File: src/sv/ttsc_pkg.sv
// ----------------------------------------------------------------------------
// ttsc_pkg
// Shared types and constants of the tempo tick/sample converter.
// ----------------------------------------------------------------------------
package ttsc_pkg;

   localparam int unsigned VALUE_W       = 48;
   localparam int unsigned REG_W         = 20;
   localparam int unsigned STATUS_W      = 2;
   localparam int unsigned PPQ_W         = 16;
   localparam int unsigned MUL_W         = 40;
   localparam int unsigned PROD_W        = VALUE_W + MUL_W;
   localparam int unsigned DEN_W         = 40;
   localparam int unsigned CSR_ADDR_W    = 1;
   localparam int unsigned QUEUE_DEPTH   = 2;
   localparam int unsigned DEF_TICKS_PER_QUARTER = 960;

   localparam logic [REG_W-1:0] TEMPO_RESET = 20'd120000;
   localparam logic [REG_W-1:0] RATE_RESET  = 20'd48000;
   localparam logic [15:0]      MS_PER_MINUTE = 16'd60000;

   typedef enum logic [CSR_ADDR_W-1:0] {
      CSR_TEMPO = 1'b0,
      CSR_RATE  = 1'b1
   } csr_index_type;

   typedef enum logic [STATUS_W-1:0] {
      STATUS_OK        = 2'd0,
      STATUS_BAD_CFG   = 2'd1,
      STATUS_SATURATED = 2'd2
   } status_type;

   typedef enum logic {
      CMD_TICKS_TO_SAMPLES = 1'b0,
      CMD_SAMPLES_TO_TICKS = 1'b1
   } command_type;

   // Classified job handed from front to back
   typedef struct packed {
      logic               bad_cfg;
      logic               neg;
      logic [VALUE_W-1:0] mag;
      logic [MUL_W-1:0]   mulv;
      logic [DEN_W-1:0]   den;
   } job_type;

endpackage

File: src/sv/ttsc_queue.sv
// ----------------------------------------------------------------------------
// ttsc_queue
// Short job queue between the front and the back.
// ----------------------------------------------------------------------------
module ttsc_queue (
   input  logic              clock,
   input  logic              reset,
   input  logic              wr_valid,
   output logic              wr_ready,
   input  ttsc_pkg::job_type wr_job,
   output logic              rd_valid,
   input  logic              rd_ready,
   output ttsc_pkg::job_type rd_job
);
   import ttsc_pkg::*;

   localparam int unsigned PTR_W = $clog2(QUEUE_DEPTH);

   job_type            mem_ff [QUEUE_DEPTH];
   logic [PTR_W-1:0]   wr_ptr_ff, rd_ptr_ff;
   logic [PTR_W:0]     count_ff;
   logic               push, pop;

   assign wr_ready = count_ff != (PTR_W+1)'(QUEUE_DEPTH);
   assign rd_valid = count_ff != '0;
   assign push     = wr_valid && wr_ready;
   assign pop      = rd_valid && rd_ready;
   assign rd_job   = mem_ff[rd_ptr_ff];

   always_ff @(posedge clock) begin
      if (push) begin
         mem_ff[wr_ptr_ff] <= wr_job;
      end
   end

   always_ff @(posedge clock) begin
      if (reset) begin
         wr_ptr_ff <= '0;
         rd_ptr_ff <= '0;
         count_ff  <= '0;
      end else begin
         if (push) wr_ptr_ff <= wr_ptr_ff + 1'b1;
         if (pop)  rd_ptr_ff <= rd_ptr_ff + 1'b1;
         count_ff <= count_ff + (PTR_W+1)'(push) - (PTR_W+1)'(pop);
      end
   end

endmodule

File: config.mk
export PLATFORM = sky130hd
export DESIGN_NAME = ttsc_queue
export DESIGN_NICKNAME = d
export VERILOG_FILES = /design/src/sv/ttsc_pkg.sv /design/src/sv/ttsc_queue.sv
export SDC_FILE = /design/constraint.sdc
export NUM_CORES = 1
export LEC_CHECK = 0
export BUFFER_PORTS_ARGS = -buffer_cell sky130_fd_sc_hd__clkbuf_2
export CORE_MARGIN = 2
export CORE_UTILIZATION = 40
export CTS_CLUSTER_SIZE = 40
export DETAILED_ROUTE_END_ITERATION = 10
export PLACE_DENSITY_LB_ADDON = 0.25
export SLEW_MARGIN = 25
export SYNTH_ARGS = -nofsm -noshare
export SYNTH_HDL_FRONTEND = slang
export SYNTH_SLANG_ARGS = --single-unit
File: constraint.sdc
create_clock -name clock -period 6.6 [get_ports clock]
set_input_delay 0.33 -clock clock [delete_from_list [all_inputs] [get_ports clock]]
set_output_delay 0.33 -clock clock [all_outputs]
set_load 0.01 [all_outputs]
==> summary.txt <==
status: finished clean
DRT antenna net count: 0
CP max FO: 72
post-CTS setup buffer count: 0
PD cells: 347 nW/um2
Slowest-stage cell, CP: dfxtp_4
CTS tree: done
EDFF count, synth: 260
Sw Ratio: 24.3%
area leader, netlist: edfxtp_1
xor and xnor area share after synthesis: 0.0906%
met3 usage: 4.22%
core area: 23600 um2
Max VDD drop: 0.257 mV
Commonest cells post-synth: 260 x edfxtp_1, 130 x mux2_2, 10 x buf_6
Netlist cell types: 24
number of diodes: 0
internal power: 3.56 mW
Die Area: 25400 um2
final hold violation count: 0
Longest Clk Path Bufs: 3
CTS buffer count: 28
Worst Max-Slew Pin Slew: 976 ps
worst path required time: 6270 ps
Initial Util: 40.9%
worst slack at placement: 3740 ps
DRC violations left: 0
count leader, synth: edfxtp_1
met1 Usage GRT: 19.1%
fin. max-slew vios: 0
Post-Synth Adder-Cell Area: 0.129%
H-tree depth: 1
hold path depth: 1
mux contribution to synthesized area: 15.3%
placed cells: 1006
fin util: 57.5%
relative slew slack: 35.0%
Vias: 5537
vias in the first global route: 5891
ratio of cells with drive above 1 in the final layout: 51.3%
CTS root buf: clkbuf_16
Top delay family on crit path: buffers and inverters
critical path type: reg -> out
compound-gate portion of the synthesized area: 0.531%
Final Cycle Share: 49.2%
endpoints failing setup: 0
Primary FF master, synth: edfxtp_1
#FFs+latches synth: 265
Syn Nets: 568
placer congestion estimate: 0.798
largest net degree at the start of global routing: 73
Post-Synth Simple-Gate Area: 0.725%
CP Buf/Inv Count: 2
max-cap violation count: 0
Async S/R FF share, synth: 0%
main combinational cell family by area after synthesis: multiplexers
Clock Latency Late Sink: 530 ps
# rows: 56
nets: 980
DRT Wirelength: 20300 um
setup ws final: 3360 ps
RSZ-0062 raised after global routing: false
initial antenna violation count: 0
post-synthesis sequential area ratio: 81.8%
post-CTS sizing: 0
syn avg cell area: 22.3 um2
Seq pwr share: 45.3%
Filler cells: 1794
reg-to-reg startpoint: count_ff[0]
Yosys top cell area share: 80.8%
initial drt markers: 250
I/O Pins: 266
Max Freq: 308 MHz
Wirelength per Cell: 17.1 um
via-per-instance ratio: 4.67
Leakage: 5.16 nW
die width: 159 um
DP Wirelength: 12500 um
GRT Resource Usage Total: 15.5%
Worst path depth: 3
first-pass GRT wire length: 31300 um
hold crit path type: in -> reg
M2 GR Usage: 26.7%
port buffer count: 265
grt ovf: 0
R2R setup slack: 3780 ps
crit path time final: 3240 ps
Sw Pwr: 1.14 mW
top cells by area, synth: edfxtp_1 81%, mux2_2 15%, buf_6 1.2%, dfxtp_1 1.0%, nor2_1 0.19%
clock sinks: 265
Final Skew: 11.4 ps
Gate Count Post-Synth: 433
Tot Pwr: 4.70 mW
DRT Pass-1 Iters: 4
CP endpoint: rd_job[2]
total negative slack: 0 ps
Layout Cells excl Fill: 1185
max incr delay on CP: 850 ps
clock slew at reported path FFs: 60 ps
Arr. time, crit path: 2910 ps
crit start category: register
Logic pwr share: 19.0%
mapped cell area: 9660 um2
R2R cell count: 4
Yosys Warn Count: 0
Clock power frac: 35.8%
die height: 159 um
Layout Area Growth over Synthesis: 40.4%
most used routing layer: met2
Critical Path End Type: output port
Post-CTS Hold Buffers: 128
Critical R2R Capture: mem_ff[0][32]
CP cell instances: buf_4 > mux2_2 > clkbuf_2
layout make-up:
class,count,area [um2],area share (%)
Clock buffer,34,744,5.49
Clock inverter,17,256,1.89
Inverter,1,6.26,0.0461
Multi-Input combinational cell,153,1620,12.0
Sequential cell,265,7910,58.3
Tap cell,319,399,2.94
Timing Repair Buffer,396,2630,19.4
power by group through the flow:
stage / clock (mW) / combinational, mW / sequential, mW
2_1_floorplan: 0 / 0.567 / 2.13
3_3_place_gp: 0 / 0.829 / 2.16
3_5_place_dp: 0 / 0.839 / 2.17
4_1_cts: 1.72 / 0.907 / 2.13
5_1_grt: 1.79 / 0.959 / 2.15
6_report: 1.68 / 0.893 / 2.13
cells in the final DEF, fill, tap and decap left out, types with 2 or more instances in the layout:
master and count:
buf_4 3, bufinv_16 7, clkbuf_1 5, clkbuf_16 29
clkbuf_2 265, clkinv_1 5, clkinv_2 4, dfxtp_1 4
dlygate4sd3_1 128, edfxtp_1 260, mux2_2 130, nor2_1 5
nor2b_1 2, o21ai_0 2
sequential cells by signal, indices dropped and copies added, names as in the netlist, named ones only:
name,cells
mem_ff,260
wr_ptr_ff,1
count_ff,2
rd_ptr_ff,1
metrics by stage:
stage / hold slack [ps] / instance area (um2)
4_1_cts: 3.00 / 13600
3_3_place_gp: 493 / 11300
6_report: 20.1 / 13600
5_1_grt: 8.75 / 13600
2_1_floorplan: 399 / 9660
3_5_place_dp: 494 / 11300
worst min-delay path by stage:
stage / startpoint / slack [ps] / to
3_5_place_dp: rd_ptr_ff / 490 / register
4_1_cts: wr_job[33] / 3 / mem_ff[0][33]
2_1_floorplan: reset / 400 / wr_ptr_ff
5_1_grt: wr_job[33] / 9 / mem_ff[1][33]
3_3_place_gp: rd_ptr_ff / 490 / rd_ptr_ff
6_report: wr_job[33] / 20 / mem_ff[0][33]
per-layer routing:
metal | up-vias | part of all wire [%]
met2 | 226 | 50
met5 | - | 0
met1 | 2721 | 41
met3 | 36 | 7.4
met4 | 0 | 2.2
li1 | 2554 | -
worst reg2reg max path: stages, from the launching register on:
cell	delay (ps)
dfxtp_1	440
nand2b_1	210
nand3b_1	180
inv_4	630
buf_4	850
cells by family after synthesis:
| group | Yosys count |
|---|---|
| flops | 265 |
| mux | 131 |
| buf+inv | 15 |
| simple gates | 13 |
| compound gates | 7 |
| xor+xnor | 1 |
| fa+ha+maj | 1 |
No activity file was read; power rests on OpenSTA's default activity.
