==> config.mk <==
export PLATFORM = sky130hd
export DESIGN_NAME = ttsc_front
export DESIGN_NICKNAME = d
export VERILOG_FILES = /design/src/sv/ttsc_pkg.sv /design/src/sv/ttsc_front.sv
export SDC_FILE = /design/constraint.sdc
export NUM_CORES = 1
export LEC_CHECK = 0
export ABC_AREA = 0
export BUFFER_PORTS_ARGS = -buffer_cell sky130_fd_sc_hd__buf_4
export CORE_UTILIZATION = 62
export CTS_CLUSTER_DIAMETER = 40
export DETAILED_ROUTE_END_ITERATION = 10
export GPL_TIMING_DRIVEN = 0
export PLACE_DENSITY = 0.95
export SYNTH_ARGS = -nofsm -noshare
export SYNTH_HDL_FRONTEND = slang
export SYNTH_SLANG_ARGS = --single-unit
==> constraint.sdc <==
create_clock -name clock -period 15.69 [get_ports clock]
set_clock_uncertainty 0.2 [all_clocks]
set_input_delay 2.3535 -clock clock [delete_from_list [all_inputs] [get_ports clock]]
set_output_delay 2.3535 -clock clock [all_outputs]
set_load 0.01 [all_outputs]
==> src/sv/ttsc_pkg.sv <==
// ----------------------------------------------------------------------------
// ttsc_pkg
// Shared types and constants of the tempo tick/sample converter.
// ----------------------------------------------------------------------------
package ttsc_pkg;

   localparam int unsigned VALUE_W       = 48;
   localparam int unsigned REG_W         = 20;
   localparam int unsigned STATUS_W      = 2;
   localparam int unsigned PPQ_W         = 16;
   localparam int unsigned MUL_W         = 40;
   localparam int unsigned PROD_W        = VALUE_W + MUL_W;
   localparam int unsigned DEN_W         = 40;
   localparam int unsigned CSR_ADDR_W    = 1;
   localparam int unsigned QUEUE_DEPTH   = 2;
   localparam int unsigned DEF_TICKS_PER_QUARTER = 960;

   localparam logic [REG_W-1:0] TEMPO_RESET = 20'd120000;
   localparam logic [REG_W-1:0] RATE_RESET  = 20'd48000;
   localparam logic [15:0]      MS_PER_MINUTE = 16'd60000;

   typedef enum logic [CSR_ADDR_W-1:0] {
      CSR_TEMPO = 1'b0,
      CSR_RATE  = 1'b1
   } csr_index_type;

   typedef enum logic [STATUS_W-1:0] {
      STATUS_OK        = 2'd0,
      STATUS_BAD_CFG   = 2'd1,
      STATUS_SATURATED = 2'd2
   } status_type;

   typedef enum logic {
      CMD_TICKS_TO_SAMPLES = 1'b0,
      CMD_SAMPLES_TO_TICKS = 1'b1
   } command_type;

   // Classified job handed from front to back
   typedef struct packed {
      logic               bad_cfg;
      logic               neg;
      logic [VALUE_W-1:0] mag;
      logic [MUL_W-1:0]   mulv;
      logic [DEN_W-1:0]   den;
   } job_type;

endpackage

==> src/sv/ttsc_front.sv <==
// ----------------------------------------------------------------------------
// ttsc_front
// Accepts requests, takes magnitudes and forms multiplier and divisor.
// ----------------------------------------------------------------------------
module ttsc_front #(
   parameter int unsigned TICKS_PER_QUARTER = ttsc_pkg::DEF_TICKS_PER_QUARTER
) (
   input  logic                         clock,
   input  logic                         reset,
   input  logic                         in_valid,
   output logic                         in_ready,
   input  logic                         in_command,
   input  logic [ttsc_pkg::VALUE_W-1:0] in_value,
   input  logic [ttsc_pkg::REG_W-1:0]   tempo,
   input  logic [ttsc_pkg::REG_W-1:0]   rate,
   output logic                         job_valid,
   input  logic                         job_ready,
   output ttsc_pkg::job_type            job
);
   import ttsc_pkg::*;

   localparam logic [PPQ_W-1:0] PPQ = PPQ_W'(TICKS_PER_QUARTER);

   logic                valid_ff, valid_in;
   logic                cmd_ff;
   logic [VALUE_W-1:0]  value_ff;
   logic [DEN_W-1:0]    rate_ms_ff, tempo_ppq_ff;
   logic                bad_ff;
   logic                neg;
   logic [VALUE_W-1:0]  mag;

   assign in_ready = !valid_ff || job_ready;
   assign valid_in = in_ready ? in_valid : valid_ff;

   always_ff @(posedge clock) begin
      if (reset) begin
         valid_ff <= 1'b0;
      end else begin
         valid_ff <= valid_in;
      end
   end

   // register request and the two products of the configuration
   always_ff @(posedge clock) begin
      if (in_ready && in_valid) begin
         cmd_ff       <= in_command;
         value_ff     <= in_value;
         rate_ms_ff   <= DEN_W'(rate) * DEN_W'(MS_PER_MINUTE);
         tempo_ppq_ff <= DEN_W'(tempo) * DEN_W'(PPQ);
         bad_ff       <= (tempo == '0) || (rate == '0);
      end
   end

   always_comb begin
      neg = value_ff[VALUE_W-1];
      mag = neg ? (~value_ff + 1'b1) : value_ff;
      if (cmd_ff == CMD_SAMPLES_TO_TICKS && neg) begin
         neg = 1'b0;
         mag = '0;
      end
   end

   assign job_valid   = valid_ff;
   assign job.bad_cfg = bad_ff;
   assign job.neg     = neg;
   assign job.mag     = mag;
   assign job.mulv    = (cmd_ff == CMD_TICKS_TO_SAMPLES) ? rate_ms_ff : tempo_ppq_ff;
   assign job.den     = (cmd_ff == CMD_TICKS_TO_SAMPLES) ? tempo_ppq_ff : rate_ms_ff;

endmodule

==> flow_summary.yaml <==
run_status:
  outcome: "finished clean"
pwr:
  powerDensity_mw_per_mm2: 157
  p_leak_nw: 6.57
  finalPower_mw: 2.22
  peakVddDrop_mv: 0.180
route:
  first_pass_iters: 5
  drtAntennaViolNets: 0
  routed-via-count: 9776
  drt-total-wl_um: 30900
  first_iter_violations: 552
  wl_per_cell_um: 18.9
  drt-vias-per-instance: 5.99
  drc: 0
logic_synthesis:
  yosys.area.top_type: "edfxtp_1"
  ys_ff_latch: 106
  ys_warn_count: 0
  synth_adder_area_share_pct: 33.8
  synth_xor_area_share_pct: 3.01
  synthMostInstantiatedCell: "inv_1"
  synth_top_family_by_area: "adder cells"
  synthArstFlopShare_pct: 0
  synth_compound_area_share_pct: 14.4
  synthMuxAreaShare_pct: 4.63
  synthesis.instances: 1159
  avgSynthCellArea_um2: 10.3
  dominantRegCellSynth: "edfxtp_1"
  synthTopCellsByCount: "inv_1 (162), ha_1 (133), fa_1 (118)"
  synth.area.top_cells: "edfxtp_1 (26%), fa_1 (20%), ha_1 (14%), inv_1 (5.1%), mux2_2 (4.6%)"
  synth_cell_types: 67
  synth_simple_gate_area_share_pct: 10.1
  synth.yosys.seq_area_share_pct: 26.6
  yosysTopAreaCellShare_pct: 26.4
  synth_edf_count: 105
  netlist_area_mm2: 0.0119
sta:
  setup_ws_ps: 8050
  drv_slew: 0
  slew_headroom_pct: 27.4
  min_period_ps: 7640
  finalSetupViolCount: 0
  setup_tns_ps: 0
  worstMarginPinSlew_ps: 1080
  hold_viol: 0
  clock.fmax_ghz: 0.131
  rsz0062_at_grt: "no"
  min_period_over_period_pct: 48.7
clock_tree:
  cts_resized: 0
  cts_max_level: 3
  cts.clk_slew.worst_paths_ps: 80
  hold_buffers: 0
  cts_sinks: 106
  cts_buffers: 9
  clockRootBuffer: "clkbuf_16"
  max-clock-path-buffers: 2
  cts_tree: "done"
  clk_latency_ps: 360
  cts_setup_buffers: 0
floorplan:
  core_area_mm2: 0.0188
  core.rowCount: 50
  die_y_um: 141
  dieArea_mm2: 0.0198
  fp.dieW_um: 141
  io_pins: 225
  start_util_pct: 63.5
worst_setup_path:
  crit_chain: "buf_4, inv_1, fa_1, inv_1, fa_1, fa_1, inv_1, fa_1, inv_1, fa_1, ha_1, nand2_1, o311ai_0, a31o_2, o31a_1, nor4b_1, nor4_1"
  crit_path_end_kind: "flop"
  reg2reg_depth: 3
  cp-start-kind: "primary input"
  critical-path-max-stage-delay_ps: 920
  worst_ep_required_time_ps: 15670
  path_class: "primary input to flop"
  cp_data_arrival_time_ps: 7610
  cpMaxStageDelayCell: "o311ai_0"
  reg2reg_slack_ps: 13790
  path_delay_family: "adder cells"
  r2r-end: "rate_ms_ff[18]$_DFFE_PP_"
  cp_common_cell: "fa_1"
  crit_fanout: 5
  r2r-start: "job_valid$_SDFFE_PP0N_"
  path_buf_inv: 5
grt:
  grt_pass1_vias: 10000
  antenna_found_initial: 0
  grt_overflow: 0
  grt_usage_pct: 32.1
  grt_pass1_wl_um: 49700
  grt_max_degree: 70
finish:
  final_util_pct: 75.5
  fill_cells: 1255
  antenna_cells: 0
  syn_to_final_growth_pct: 18.9
  drive_above_1_share_pct: 22.2
  final_cells: 1633
  design.final.nets: 1738
place:
  portBuffers: 206
  dp_hpwl_um: 25100
  post-place-ws_ps: 7710
  dp.cells: 1617
  gp_congestion: 0.935
min_path:
  min_to: "job_valid$_SDFFE_PP0N_"
  hold_start: "job_valid$_SDFFE_PP0N_"
  min_path_type: "flop to flop"
  hold_depth: 2
job:
  maxCapViolCount: 0
[sequential cells by signal, summed over array words and instances (netlist names)]
register,count
tempo_ppq_ff,24
rate_ms_ff,31
bad_ff,1
job_valid,1
value_ff,48
cmd_ff,1
[through the flow]
stage	hold slack [ps]	area (um^2)
2_1_floorplan	393	12000
3_5_place_dp	328	13900
5_1_grt	362	14200
4_1_cts	341	14200
6_report	340	14200
3_3_place_gp	296	13800
[cells by family (layout without fill, tap and decap cells)]
group,after synthesis,in the layout
other,1,18
buffers and inverters,215,438
flip-flops,106,106
adder cells (fa/ha/maj),251,251
XOR/XNOR,41,41
AO/OA/AOI/OAI,258,258
multiplexers,49,49
AND/OR/NAND/NOR,238,238
[where the power goes]
group	switching, mW	total [mW]	internal (mW)
registers	0.0408	0.487	0.446
logic	0.830	1.49	0.659
clock network	0.114	0.247	0.132
[how the worst max path moves through the flow]
stage	startpoint	to	slack, ps	cells after the start
floorplan	rate[5]	rate_ms_ff[33]$_DFFE_PP_	8320	17
global placement	rate[1]	rate_ms_ff[31]$_DFFE_PP_	7820	17
detailed placement	rate[3]	rate_ms_ff[33]$_DFFE_PP_	7710	17
CTS	rate[3]	rate_ms_ff[33]$_DFFE_PP_	8100	17
global route	rate[3]	rate_ms_ff[33]$_DFFE_PP_	7800	17
finish	rate[3]	rate_ms_ff[31]$_DFFE_PP_	8050	17
[routing by layer]
metal,share of wire (%),global-route usage [%]
met5,0,0
met4,3.6,13.6
met3,7.4,5.54
met2,52,58.5
met1,37,37.1
[placed cells by master, fill, tap and decap left out, types with 12 or more instances in the layout]
cell type	synthesis	final
fa_1	118	118
inv_1	162	162
ha_1	133	133
nor2b_1	13	13
o21ai_0	69	69
a21o_1	35	35
xnor2_1	30	30
o31ai_1	27	27
nor2_1	45	45
or3_1	15	15
conb_1	1	18
mux2_2	49	49
clkbuf_1	28	28
nor3_1	17	17
a21oi_1	45	45
buf_4	20	226
a211oi_1	12	12
nand2_1	72	72
edfxtp_1	105	105
[final cells by class]
| class | instances | area, um^2 | area share (%) |
|---|---|---|---|
| clock buffers | 10 | 239 | 1.69 |
| flip-flops and latches | 106 | 3170 | 22.4 |
| well taps | 234 | 293 | 2.07 |
| repair buffers | 207 | 1570 | 11.1 |
| multi-input cells | 855 | 7930 | 56.0 |
| plain buffers | 52 | 274 | 1.93 |
| inverters | 163 | 612 | 4.32 |
| clock inverters | 6 | 77.6 | 0.547 |
[worst register-to-register path, delay by kind of cell (launching register included)]
kind,cells,cell delay (ps)
buf+inv,1,380
simple gates,2,630
flops,1,320
Note: power is estimated with default switching activity, not from simulation.
